==> config.mk <==
export PLATFORM = sky130hd
export DESIGN_NAME = edge_swipe_gesture_detector
export DESIGN_NICKNAME = d
export VERILOG_FILES = /design/src/rtl/core/esg_pkg.sv /design/src/rtl/core/esg_eval.sv /design/src/rtl/core/esg_div.sv /design/src/rtl/core/edge_swipe_gesture_detector.sv
export SDC_FILE = /design/constraint.sdc
export NUM_CORES = 1
export LEC_CHECK = 0
export ABC_CLOCK_PERIOD_IN_PS = 22500
export BUFFER_PORTS_ARGS = -buffer_cell sky130_fd_sc_hd__clkbuf_2
export CELL_PAD_IN_SITES_DETAIL_PLACEMENT = 0
export CELL_PAD_IN_SITES_GLOBAL_PLACEMENT = 1
export CORE_MARGIN = 2
export CORE_UTILIZATION = 53
export CTS_CLUSTER_SIZE = 30
export DETAILED_ROUTE_END_ITERATION = 10
export GPL_ROUTABILITY_DRIVEN = 0
export PLACE_DENSITY = 0.87
export SYNTH_ARGS = -nofsm -noshare
export SYNTH_HDL_FRONTEND = slang
export SYNTH_SLANG_ARGS = --single-unit
==> constraint.sdc <==
create_clock -name clk -period 22.5 [get_ports clk]
set_input_delay 0 -clock clk [delete_from_list [all_inputs] [get_ports clk]]
set_output_delay 0 -clock clk [all_outputs]
set_load 0.02 [all_outputs]
==> src/rtl/core/esg_pkg.sv <==
package esg_pkg;

    localparam int COORD_BITS = 12;
    localparam int CFG_W      = 12;
    localparam int MAG_W      = (COORD_BITS > CFG_W) ? COORD_BITS : CFG_W;
    localparam int QUO_W      = 10;
    localparam int NUM_W      = COORD_BITS + QUO_W;
    localparam int CNT_W      = $clog2(QUO_W);
    localparam int TRI_W      = COORD_BITS + 5;
    localparam int PROG_W     = 9;
    localparam int IN_W       = ((2 * COORD_BITS + 1 + 7) / 8) * 8;
    localparam int OUT_W      = 24;
    localparam int IDX_W      = 3;
    localparam int CMD_W      = 2;
    localparam int STATE_W    = 3;
    localparam int DIR_W      = 3;

    localparam logic [PROG_W-1:0] PROG_FULL = 9'd256;

    localparam logic [CMD_W-1:0] CMD_PRESS   = 2'd0;
    localparam logic [CMD_W-1:0] CMD_MOVE    = 2'd1;
    localparam logic [CMD_W-1:0] CMD_RELEASE = 2'd2;

    localparam logic [STATE_W-1:0] GS_IDLE      = 3'd0;
    localparam logic [STATE_W-1:0] GS_STARTED   = 3'd1;
    localparam logic [STATE_W-1:0] GS_ACTIVE    = 3'd2;
    localparam logic [STATE_W-1:0] GS_COMPLETED = 3'd3;
    localparam logic [STATE_W-1:0] GS_CANCELLED = 3'd4;

    localparam logic [DIR_W-1:0] DIR_NONE  = 3'd0;
    localparam logic [DIR_W-1:0] DIR_LEFT  = 3'd1;
    localparam logic [DIR_W-1:0] DIR_RIGHT = 3'd2;
    localparam logic [DIR_W-1:0] DIR_UP    = 3'd3;
    localparam logic [DIR_W-1:0] DIR_DOWN  = 3'd4;

    localparam logic [IDX_W-1:0] REG_ENABLE    = 3'd0;
    localparam logic [IDX_W-1:0] REG_EDGE_ZONE = 3'd1;
    localparam logic [IDX_W-1:0] REG_MIN_DIST  = 3'd2;
    localparam logic [IDX_W-1:0] REG_MAX_DEV   = 3'd3;
    localparam logic [IDX_W-1:0] REG_FEEDBACK  = 3'd4;
    localparam logic [IDX_W-1:0] REG_SCREEN_W  = 3'd5;

    localparam logic [CFG_W-1:0] EDGE_MIN     = 12'd10;
    localparam logic [CFG_W-1:0] MIN_DIST_MIN = 12'd20;
    localparam logic [CFG_W-1:0] MAX_DEV_MIN  = 12'd10;
    localparam logic [CFG_W-1:0] SCREEN_MIN   = 12'd1;

    typedef struct packed {
        logic             enable;
        logic [CFG_W-1:0] edge_zone;
        logic [CFG_W-1:0] min_dist;
        logic [CFG_W-1:0] max_dev;
        logic             feedback;
        logic [CFG_W-1:0] screen_w;
    } cfg_t;

    localparam cfg_t CFG_RESET = '{
        enable:    1'b1,
        edge_zone: 12'd50,
        min_dist:  12'd100,
        max_dev:   12'd50,
        feedback:  1'b1,
        screen_w:  12'd800
    };

    typedef struct packed {
        logic [DIR_W-1:0]      dir;
        logic                  swipe_ok;
        logic                  tenth_low;
        logic                  half_ok;
        logic [COORD_BITS-1:0] dx_pos_mag;
    } eval_t;

    typedef struct packed {
        logic               last;
        logic               consumed;
        logic               back_gesture;
        logic [DIR_W-1:0]   direction;
        logic               swipe_found;
        logic [PROG_W-1:0]  progress_q8;
        logic [STATE_W-1:0] new_state;
        logic               notify;
    } res_t;

endpackage

==> src/rtl/core/esg_eval.sv <==
module esg_eval (
    input  logic [esg_pkg::COORD_BITS-1:0] cur_x,
    input  logic [esg_pkg::COORD_BITS-1:0] cur_y,
    input  logic [esg_pkg::COORD_BITS-1:0] org_x,
    input  logic [esg_pkg::COORD_BITS-1:0] org_y,
    input  esg_pkg::cfg_t                  cfg,
    output esg_pkg::eval_t                 ev
);
    import esg_pkg::*;

    logic signed [COORD_BITS:0] dx;
    logic signed [COORD_BITS:0] dy;
    logic [COORD_BITS-1:0]      ax;
    logic [COORD_BITS-1:0]      ay;
    logic                       dx_pos;
    logic                       dy_pos;
    logic [TRI_W-1:0]           dx30;
    logic [TRI_W-1:0]           dx6;
    logic                       valid;

    always_comb
    begin
        dx     = $signed({1'b0, cur_x}) - $signed({1'b0, org_x});
        dy     = $signed({1'b0, cur_y}) - $signed({1'b0, org_y});
        ax     = dx[COORD_BITS] ? COORD_BITS'(-dx) : dx[COORD_BITS-1:0];
        ay     = dy[COORD_BITS] ? COORD_BITS'(-dy) : dy[COORD_BITS-1:0];
        dx_pos = !dx[COORD_BITS] && (dx != '0);
        dy_pos = !dy[COORD_BITS] && (dy != '0);

        if ((MAG_W'(ax) < MAG_W'(cfg.min_dist)) && (MAG_W'(ay) < MAG_W'(cfg.min_dist)))
        begin
            ev.dir = DIR_NONE;
        end
        else if (ax > ay)
        begin
            ev.dir = dx_pos ? DIR_RIGHT : DIR_LEFT;
        end
        else
        begin
            ev.dir = dy_pos ? DIR_DOWN : DIR_UP;
        end

        // horizontal swipes only count toward the right
        if (ev.dir == DIR_LEFT || ev.dir == DIR_RIGHT)
        begin
            valid = (MAG_W'(ay) <= MAG_W'(cfg.max_dev)) && dx_pos;
        end
        else
        begin
            valid = MAG_W'(ax) <= MAG_W'(cfg.max_dev);
        end
        ev.swipe_ok = (ev.dir != DIR_NONE) && valid;

        dx30         = TRI_W'(ax) * TRI_W'(30);
        dx6          = TRI_W'(ax) * TRI_W'(6);
        ev.tenth_low = !dx_pos || (dx30 < TRI_W'(cfg.screen_w));
        ev.half_ok   = dx_pos && (dx6 >= TRI_W'(cfg.screen_w));
        ev.dx_pos_mag = dx_pos ? ax : '0;
    end

endmodule

==> src/rtl/core/esg_div.sv <==
module esg_div (
    input  logic                           clk,
    input  logic                           rst_n,
    input  logic                           start,
    input  logic [esg_pkg::COORD_BITS-1:0] dx,
    input  logic [esg_pkg::CFG_W-1:0]      divisor,
    output logic                           done,
    output logic [esg_pkg::PROG_W-1:0]     quotient
);
    import esg_pkg::*;

    logic             run_reg;
    logic [CNT_W-1:0] cnt_reg;
    logic [CFG_W-1:0] rem_reg;
    logic [QUO_W-1:0] lo_reg;
    logic [QUO_W-1:0] q_reg;
    logic             sat_reg;

    logic [NUM_W-1:0]      num;
    logic [COORD_BITS-1:0] hi;
    logic                  hi_sat;
    logic [CFG_W:0]        trial;
    logic                  ge;
    logic [CFG_W:0]        diff;

    always_comb
    begin
        // 768 * dx; the top bits decide whether the quotient already exceeds 10 bits
        num    = (NUM_W'(dx) << 9) + (NUM_W'(dx) << 8);
        hi     = num[NUM_W-1:QUO_W];
        hi_sat = MAG_W'(hi) >= MAG_W'(divisor);
        trial  = {rem_reg, lo_reg[QUO_W-1]};
        ge     = trial >= {1'b0, divisor};
        diff   = trial - {1'b0, divisor};
    end

    assign done = run_reg && (cnt_reg == '0);

    always_ff @(posedge clk or negedge rst_n)
    begin
        if (!rst_n)
        begin
            run_reg <= 1'b0;
            cnt_reg <= '0;
            rem_reg <= '0;
            lo_reg  <= '0;
            q_reg   <= '0;
            sat_reg <= 1'b0;
        end
        else if (start)
        begin
            run_reg <= 1'b1;
            cnt_reg <= CNT_W'(QUO_W - 1);
            rem_reg <= hi_sat ? '0 : CFG_W'(hi);
            lo_reg  <= num[QUO_W-1:0];
            q_reg   <= '0;
            sat_reg <= hi_sat;
        end
        else if (run_reg)
        begin
            rem_reg <= ge ? diff[CFG_W-1:0] : trial[CFG_W-1:0];
            lo_reg  <= {lo_reg[QUO_W-2:0], 1'b0};
            q_reg   <= {q_reg[QUO_W-2:0], ge};
            cnt_reg <= cnt_reg - 1'b1;
            if (cnt_reg == '0)
            begin
                run_reg <= 1'b0;
            end
        end
    end

    always_comb
    begin
        if (sat_reg || q_reg[QUO_W-1] || (q_reg[PROG_W-1] && (q_reg[PROG_W-2:0] != '0)))
        begin
            quotient = PROG_FULL;
        end
        else
        begin
            quotient = q_reg[PROG_W-1:0];
        end
    end

endmodule

==> src/rtl/core/edge_swipe_gesture_detector.sv <==
// Left-edge swipe recognizer for a pointer event stream.
// Slave stream: one pointer event per transaction; s_tuser is the event kind
// (press, move, release), s_tdata carries the coordinates and point-present flag.
// Master stream: one result per event, two for the release of an active gesture
// (state result with tlast low, then the return-to-idle result with tlast high).
// Config channel: cfg_index selects the register, cfg_data is the value; always
// ready, takes effect at once and should only be written while the block is idle.
// Sequencing: one event at a time. Press, release and ignored events pass from
// accept through evaluate to emit, and the next event is taken once the result
// is loaded; a move during a gesture also passes through divider start, divide
// and move finish before emit, the divide being done by the 10-step restoring
// divider that forms progress = 768 * dx / screen_width.
// A release stays in emit until its second result is loaded.
// s_tready is high only between events. The result register frees the sequencer
// as soon as it is loaded; if m_tready stays low the block waits before loading
// the next result, so nothing is dropped.
// Reset: all registers but the captured event take their default values,
// gesture state is idle, no gesture is active and no result is pending.
module edge_swipe_gesture_detector (
    input  logic                        clk,
    input  logic                        rst_n,
    input  logic                        s_tvalid,
    output logic                        s_tready,
    input  logic [esg_pkg::IN_W-1:0]    s_tdata,   // pos_x, pos_y, point_ok, zero pad
    input  logic [esg_pkg::CMD_W-1:0]   s_tuser,   // cmd
    output logic                        m_tvalid,
    input  logic                        m_tready,
    output logic [esg_pkg::OUT_W-1:0]   m_tdata,   // notify, new_state, progress_q8,
                                                   // swipe_found, direction,
                                                   // back_gesture, consumed, zero pad
    output logic                        m_tlast,
    input  logic                        cfg_valid,
    output logic                        cfg_ready,
    input  logic [esg_pkg::IDX_W-1:0]   cfg_index,
    input  logic [esg_pkg::CFG_W-1:0]   cfg_data
);
    import esg_pkg::*;

    localparam logic [2:0] S_IDLE   = 3'd0;
    localparam logic [2:0] S_EVAL   = 3'd1;
    localparam logic [2:0] S_DSTART = 3'd2;
    localparam logic [2:0] S_DIV    = 3'd3;
    localparam logic [2:0] S_MFIN   = 3'd4;
    localparam logic [2:0] S_EMIT   = 3'd5;

    logic [2:0] st_reg;
    logic [2:0] st_next;

    cfg_t cfg_reg;

    logic [CMD_W-1:0]      cmd_reg;
    logic [COORD_BITS-1:0] px_reg;
    logic [COORD_BITS-1:0] py_reg;
    logic                  ok_reg;

    logic                  active_reg;
    logic [COORD_BITS-1:0] sx_reg;
    logic [COORD_BITS-1:0] sy_reg;
    logic [COORD_BITS-1:0] cx_reg;
    logic [COORD_BITS-1:0] cy_reg;
    logic [STATE_W-1:0]    gst_reg;

    res_t res_reg;
    res_t out_reg;
    logic pend_reg;
    logic out_valid_reg;

    eval_t              ev;
    logic               div_done;
    logic [PROG_W-1:0]  div_q;
    logic               out_free;
    logic               move_go;
    logic [STATE_W-1:0] mv_target;
    logic [STATE_W-1:0] rl_target;

    esg_eval u_eval (
        .cur_x (cx_reg),
        .cur_y (cy_reg),
        .org_x (sx_reg),
        .org_y (sy_reg),
        .cfg   (cfg_reg),
        .ev    (ev)
    );

    esg_div u_div (
        .clk      (clk),
        .rst_n    (rst_n),
        .start    (st_reg == S_DSTART),
        .dx       (ev.dx_pos_mag),
        .divisor  (cfg_reg.screen_w),
        .done     (div_done),
        .quotient (div_q)
    );

    assign s_tready  = (st_reg == S_IDLE);
    assign cfg_ready = 1'b1;
    assign m_tvalid  = out_valid_reg;
    assign m_tdata   = {(OUT_W - $bits(res_t) + 1)'(0), out_reg[$bits(res_t)-2:0]};
    assign m_tlast   = out_reg.last;
    assign out_free  = !out_valid_reg || m_tready;

    always_comb
    begin
        move_go = cfg_reg.enable && (cmd_reg == CMD_MOVE) && ok_reg && active_reg;

        if (ev.swipe_ok)
        begin
            mv_target = GS_ACTIVE;
        end
        else if (ev.tenth_low)
        begin
            mv_target = GS_STARTED;
        end
        else
        begin
            mv_target = GS_CANCELLED;
        end

        rl_target = (ev.swipe_ok && ev.half_ok) ? GS_COMPLETED : GS_CANCELLED;
    end

    always_comb
    begin
        st_next = st_reg;
        unique case (st_reg)
            S_IDLE:
            begin
                if (s_tvalid)
                begin
                    st_next = S_EVAL;
                end
            end
            S_EVAL:   st_next = move_go ? S_DSTART : S_EMIT;
            S_DSTART: st_next = S_DIV;
            S_DIV:
            begin
                if (div_done)
                begin
                    st_next = S_MFIN;
                end
            end
            S_MFIN:   st_next = S_EMIT;
            S_EMIT:
            begin
                if (out_free && !pend_reg)
                begin
                    st_next = S_IDLE;
                end
            end
            default:  st_next = S_IDLE;
        endcase
    end

    always_ff @(posedge clk)
    begin
        if (s_tvalid && s_tready)
        begin
            cmd_reg <= s_tuser;
            px_reg  <= s_tdata[COORD_BITS-1:0];
            py_reg  <= s_tdata[2*COORD_BITS-1:COORD_BITS];
            ok_reg  <= s_tdata[2*COORD_BITS];
        end
    end

    always_ff @(posedge clk or negedge rst_n)
    begin
        if (!rst_n)
        begin
            st_reg        <= S_IDLE;
            cfg_reg       <= CFG_RESET;
            active_reg    <= 1'b0;
            sx_reg        <= '0;
            sy_reg        <= '0;
            cx_reg        <= '0;
            cy_reg        <= '0;
            gst_reg       <= GS_IDLE;
            res_reg       <= '0;
            out_reg       <= '0;
            pend_reg      <= 1'b0;
            out_valid_reg <= 1'b0;
        end
        else
        begin
            st_reg <= st_next;

            if (cfg_valid)
            begin
                unique case (cfg_index)
                    REG_ENABLE:
                    begin
                        cfg_reg.enable <= cfg_data[0];
                        if (!cfg_data[0])
                        begin
                            active_reg <= 1'b0;
                            sx_reg     <= '0;
                            sy_reg     <= '0;
                            cx_reg     <= '0;
                            cy_reg     <= '0;
                            gst_reg    <= GS_IDLE;
                        end
                    end
                    REG_EDGE_ZONE:
                        cfg_reg.edge_zone <= (cfg_data < EDGE_MIN) ? EDGE_MIN : cfg_data;
                    REG_MIN_DIST:
                        cfg_reg.min_dist <= (cfg_data < MIN_DIST_MIN) ? MIN_DIST_MIN : cfg_data;
                    REG_MAX_DEV:
                        cfg_reg.max_dev <= (cfg_data < MAX_DEV_MIN) ? MAX_DEV_MIN : cfg_data;
                    REG_FEEDBACK:
                        cfg_reg.feedback <= cfg_data[0];
                    REG_SCREEN_W:
                        cfg_reg.screen_w <= (cfg_data < SCREEN_MIN) ? SCREEN_MIN : cfg_data;
                    default:
                    begin
                    end
                endcase
            end

            if (m_tvalid && m_tready)
            begin
                out_valid_reg <= 1'b0;
            end

            case (st_reg)
                S_EVAL:
                begin
                    // default: no state change, single result
                    res_reg             <= '0;
                    res_reg.new_state   <= gst_reg;
                    res_reg.last        <= 1'b1;
                    if (cfg_reg.enable)
                    begin
                        case (cmd_reg)
                            CMD_PRESS:
                            begin
                                if (ok_reg && (MAG_W'(px_reg) <= MAG_W'(cfg_reg.edge_zone)))
                                begin
                                    sx_reg            <= px_reg;
                                    sy_reg            <= py_reg;
                                    cx_reg            <= px_reg;
                                    cy_reg            <= py_reg;
                                    active_reg        <= 1'b1;
                                    gst_reg           <= GS_STARTED;
                                    res_reg.new_state <= GS_STARTED;
                                    res_reg.notify    <= (gst_reg != GS_STARTED) &&
                                                         cfg_reg.feedback;
                                end
                            end
                            CMD_MOVE:
                            begin
                                res_reg.consumed <= active_reg;
                                if (move_go)
                                begin
                                    cx_reg <= px_reg;
                                    cy_reg <= py_reg;
                                end
                            end
                            CMD_RELEASE:
                            begin
                                if (ok_reg && active_reg)
                                begin
                                    res_reg.new_state <= rl_target;
                                    res_reg.notify    <= (gst_reg != rl_target) &&
                                                         cfg_reg.feedback;
                                    res_reg.last      <= 1'b0;
                                    if (rl_target == GS_COMPLETED)
                                    begin
                                        res_reg.progress_q8  <= PROG_FULL;
                                        res_reg.swipe_found  <= 1'b1;
                                        res_reg.direction    <= ev.dir;
                                        res_reg.back_gesture <= (ev.dir == DIR_RIGHT);
                                    end
                                    // the gesture ends here; the idle result follows
                                    active_reg <= 1'b0;
                                    sx_reg     <= '0;
                                    sy_reg     <= '0;
                                    cx_reg     <= '0;
                                    cy_reg     <= '0;
                                    gst_reg    <= GS_IDLE;
                                    pend_reg   <= 1'b1;
                                end
                            end
                            default:
                            begin
                            end
                        endcase
                    end
                end
                S_MFIN:
                begin
                    gst_reg             <= mv_target;
                    res_reg             <= '0;
                    res_reg.new_state   <= mv_target;
                    res_reg.notify      <= (gst_reg != mv_target) && cfg_reg.feedback;
                    res_reg.progress_q8 <= (mv_target == GS_CANCELLED) ? '0 : div_q;
                    res_reg.consumed    <= 1'b1;
                    res_reg.last        <= 1'b1;
                end
                S_EMIT:
                begin
                    if (out_free)
                    begin
                        out_reg       <= res_reg;
                        out_valid_reg <= 1'b1;
                        if (pend_reg)
                        begin
                            res_reg           <= '0;
                            res_reg.new_state <= GS_IDLE;
                            res_reg.notify    <= cfg_reg.feedback;
                            res_reg.last      <= 1'b1;
                            pend_reg          <= 1'b0;
                        end
                    end
                end
                default:
                begin
                end
            endcase
        end
    end

    a_idle_when_inactive: assert property (@(posedge clk) disable iff (!rst_n)
        !active_reg |-> gst_reg == GS_IDLE)
        else $error("gesture state not idle without an active gesture");

    a_found_completes: assert property (@(posedge clk) disable iff (!rst_n)
        out_valid_reg && out_reg.swipe_found |->
            out_reg.new_state == GS_COMPLETED && !out_reg.last)
        else $error("swipe_found on a result that is not a completion");

    a_progress_range: assert property (@(posedge clk) disable iff (!rst_n)
        out_valid_reg |-> out_reg.progress_q8 <= PROG_FULL)
        else $error("progress above full scale");

    a_pend_in_emit: assert property (@(posedge clk) disable iff (!rst_n)
        pend_reg |-> st_reg == S_EMIT)
        else $error("second release result pending outside emit");

    a_div_in_div: assert property (@(posedge clk) disable iff (!rst_n)
        (st_reg == S_DSTART) |=> st_reg == S_DIV && !div_done)
        else $error("divider finished too early");

endmodule

==> results.sh <==
export IMPL_io_buffer_count=68
export IMPL_viasPerCell=5.80
export IMPL_netlist_instances=1649
export IMPL_worst_pin_slew_ps=1160
export IMPL_wire_per_inst_um=17.9
export IMPL_clk_latency_ps=540
export IMPL_grt_pass1_vias=12200
export IMPL_antenna_found_initial=0
export IMPL_ctsHoldBuffers=52
export IMPL_yosysMostFrequentCell="ha_1"
export IMPL_clock_skew_ps=19.9
export IMPL_overflow=0
export IMPL_post_cts_setup_buffers=0
export IMPL_dieArea_um2=30400
export IMPL_synth_top_area_share_pct=26.5
export IMPL_setup_tns_ps=0
export IMPL_rsz0062_at_grt="no"
export IMPL_wl_met3_um=1720
export IMPL_r2r_cells=28
export IMPL_dpl_hpwl_um=28800
export IMPL_vias=12500
export IMPL_dr_pass1_iters=5
export IMPL_hp_start="cfg_valid"
export IMPL_antenna_left=0
export IMPL_rows=62
export IMPL_synthFlopType="dfrtp_1"
export IMPL_slew_violations=0
export IMPL_min_to="active_reg"
export IMPL_start_kind="flip-flop"
export IMPL_finish_net_count=2002
export IMPL_met1_length_um=18000
export IMPL_start_util_pct=53.7
export IMPL_cp_end_kind="flip-flop"
export IMPL_yosysTopAreaCell="dfrtp_1"
export IMPL_area_delta_synth_final_pct=12.7
export IMPL_largest_reg_flops=50
export IMPL_die_h_um=174
export IMPL_n_antenna_cell=0
export IMPL_required_ps=22950
export IMPL_drt_total_wl_um=38600
export IMPL_synth_avg_cell_area_um2=9.33
export IMPL_timing_final_crit_share_pct=37.0
export IMPL_first_iter_violations=758
export IMPL_async_flop_share_pct=86.8
export IMPL_grt_pass1_wl_um=63200
export IMPL_root_buffer="clkbuf_16"
export IMPL_clock_path_buffers=3
export IMPL_path_class="reg -> reg"
export IMPL_ioPinCount=82
export IMPL_cts_tree="yes"
export IMPL_cts_made_buffers=23
export IMPL_timing_rr_start="sx_reg[0]"
export IMPL_ys_ff_latch=204
export IMPL_arrival_ps=8780
export IMPL_gr_usage_all_layers_pct=25.5
export IMPL_drive_above_1_share_pct=12.6
export IMPL_fmax_mhz=120
export IMPL_synth_area_leaders="dfrtp_1, ha_1, edfxtp_1, inv_1, o21ai_0"
export IMPL_setup_violations_final=0
export IMPL_grt_max_degree=69
export IMPL_crit_fanout=13
export IMPL_top_layer="met4"
export IMPL_slowest_stage="a21oi_1"
export IMPL_synth_edf_count=27
export IMPL_ys_warn_count=0
export IMPL_synth_area_um2=15400
export IMPL_rrSetupSlack_ps=14170
export IMPL_wl_met2_um=17800
export IMPL_core_area_um2=28600
export IMPL_clkTransAtPathRegs_ps=70
export IMPL_hp_class="in -> reg"
export IMPL_synth_cell_types=94
export IMPL_max_cap_violations=0
export IMPL_ctsResizeCount=0
export IMPL_max_stage_delay_ps=850
export IMPL_period_minus_slack_ps=8330
export IMPL_status="completed"
export IMPL_synthTopCellsByCount="ha_1, inv_1, dfrtp_1"
export IMPL_die_w_um=174
export IMPL_drc=0
export IMPL_maxSlewHeadroom_pct=22.1
export IMPL_cts_sink_count=204
export IMPL_cts_htree_levels=1
export IMPL_reg2reg_to="res_reg[0]"
export IMPL_hold_viol=0
export IMPL_ys_seq_area_share_pct=34.2
export IMPL_min_path_cells=6
==> critical path: cells and delay by family (launching register included) <==
| family | cells | cell delay [ps] |
|---|---|---|
| AO/OA/AOI/OAI | 13 | 3970 |
| buffers and inverters | 2 | 170 |
| multiplexers | 1 | 400 |
| XOR/XNOR | 1 | 180 |
| adder cells (fa/ha/maj) | 6 | 2130 |
| flip-flops | 1 | 380 |
| AND/OR/NAND/NOR | 5 | 990 |
==> stage by stage <==
stage          worst slack (ps)  instance area [um2]  util (%)  hold slack (ps)  instances
6_report                  14170                17300      60.6             78.4       2155
5_1_grt                   13580                17300      60.6              170       2155
4_1_cts                   14210                17300      60.6             54.3       2155
3_5_place_dp              14270                16100      56.2            -52.6       2061
3_3_place_gp              14340                16100      56.2            -57.7       2061
2_1_floorplan             15360                15400         -             -296       1653
==> cell families after synthesis <==
logic type,after synthesis,share of synthesized area [%]
simple gates,422,13.3
fa+ha+maj,195,16.8
mux,59,4.22
other cells,2,0.0488
flops,204,34.2
xor+xnor,65,3.84
buf+inv,234,6.01
compound gates,468,21.6
==> cells in the final DEF, fill, tap and decap left out, types with 25 or more instances in the layout <==
master | Yosys | layout
o21ai_0 | 103 | 102
nand2_1 | 121 | 121
a21oi_1 | 78 | 77
a22o_1 | 50 | 50
nand3_1 | 25 | 25
ha_1 | 175 | 175
xnor2_1 | 43 | 43
inv_1 | 169 | 169
clkbuf_2 | 0 | 67
nor3_1 | 40 | 40
mux2_2 | 43 | 43
edfxtp_1 | 27 | 27
a21o_1 | 48 | 48
dfrtp_1 | 163 | 163
dlygate4sd3_1 | 0 | 51
nor2_1 | 102 | 100
==> layout make-up <==
class | count | area, um2
clock inverter | 9 | 95.1
inverter | 173 | 652
sequential | 204 | 5260
fill | 2444 | 11300
timing repair buffer | 137 | 1000
tap | 384 | 480
multi-input combinational | 1215 | 9230
clock buffer | 33 | 623
==> worst max path at each step <==
stage                          from    endpoint  slack [ps]  cells after the start
final                     sx_reg[0]  res_reg[0]       14170                     28
after global routing      sx_reg[0]  res_reg[0]       13580                     28
after CTS                 sx_reg[0]  res_reg[0]       14210                     28
after detailed placement  sx_reg[0]  res_reg[0]       14270                     28
after global placement    sx_reg[0]  res_reg[0]       14340                     28
after floorplan           sx_reg[0]  res_reg[0]       15360                     29
==> layer usage <==
layer / global-route usage, % / vias up
li1: - / 6152
met1: 35.8 / 5978
met2: 41.7 / 310
met3: 2.65 / 61
met4: 7.53 / 0
met5: 0 / -
Power is not shown: default switching activity piles up to over one toggle a cycle in this logic, so the estimate is an artifact.
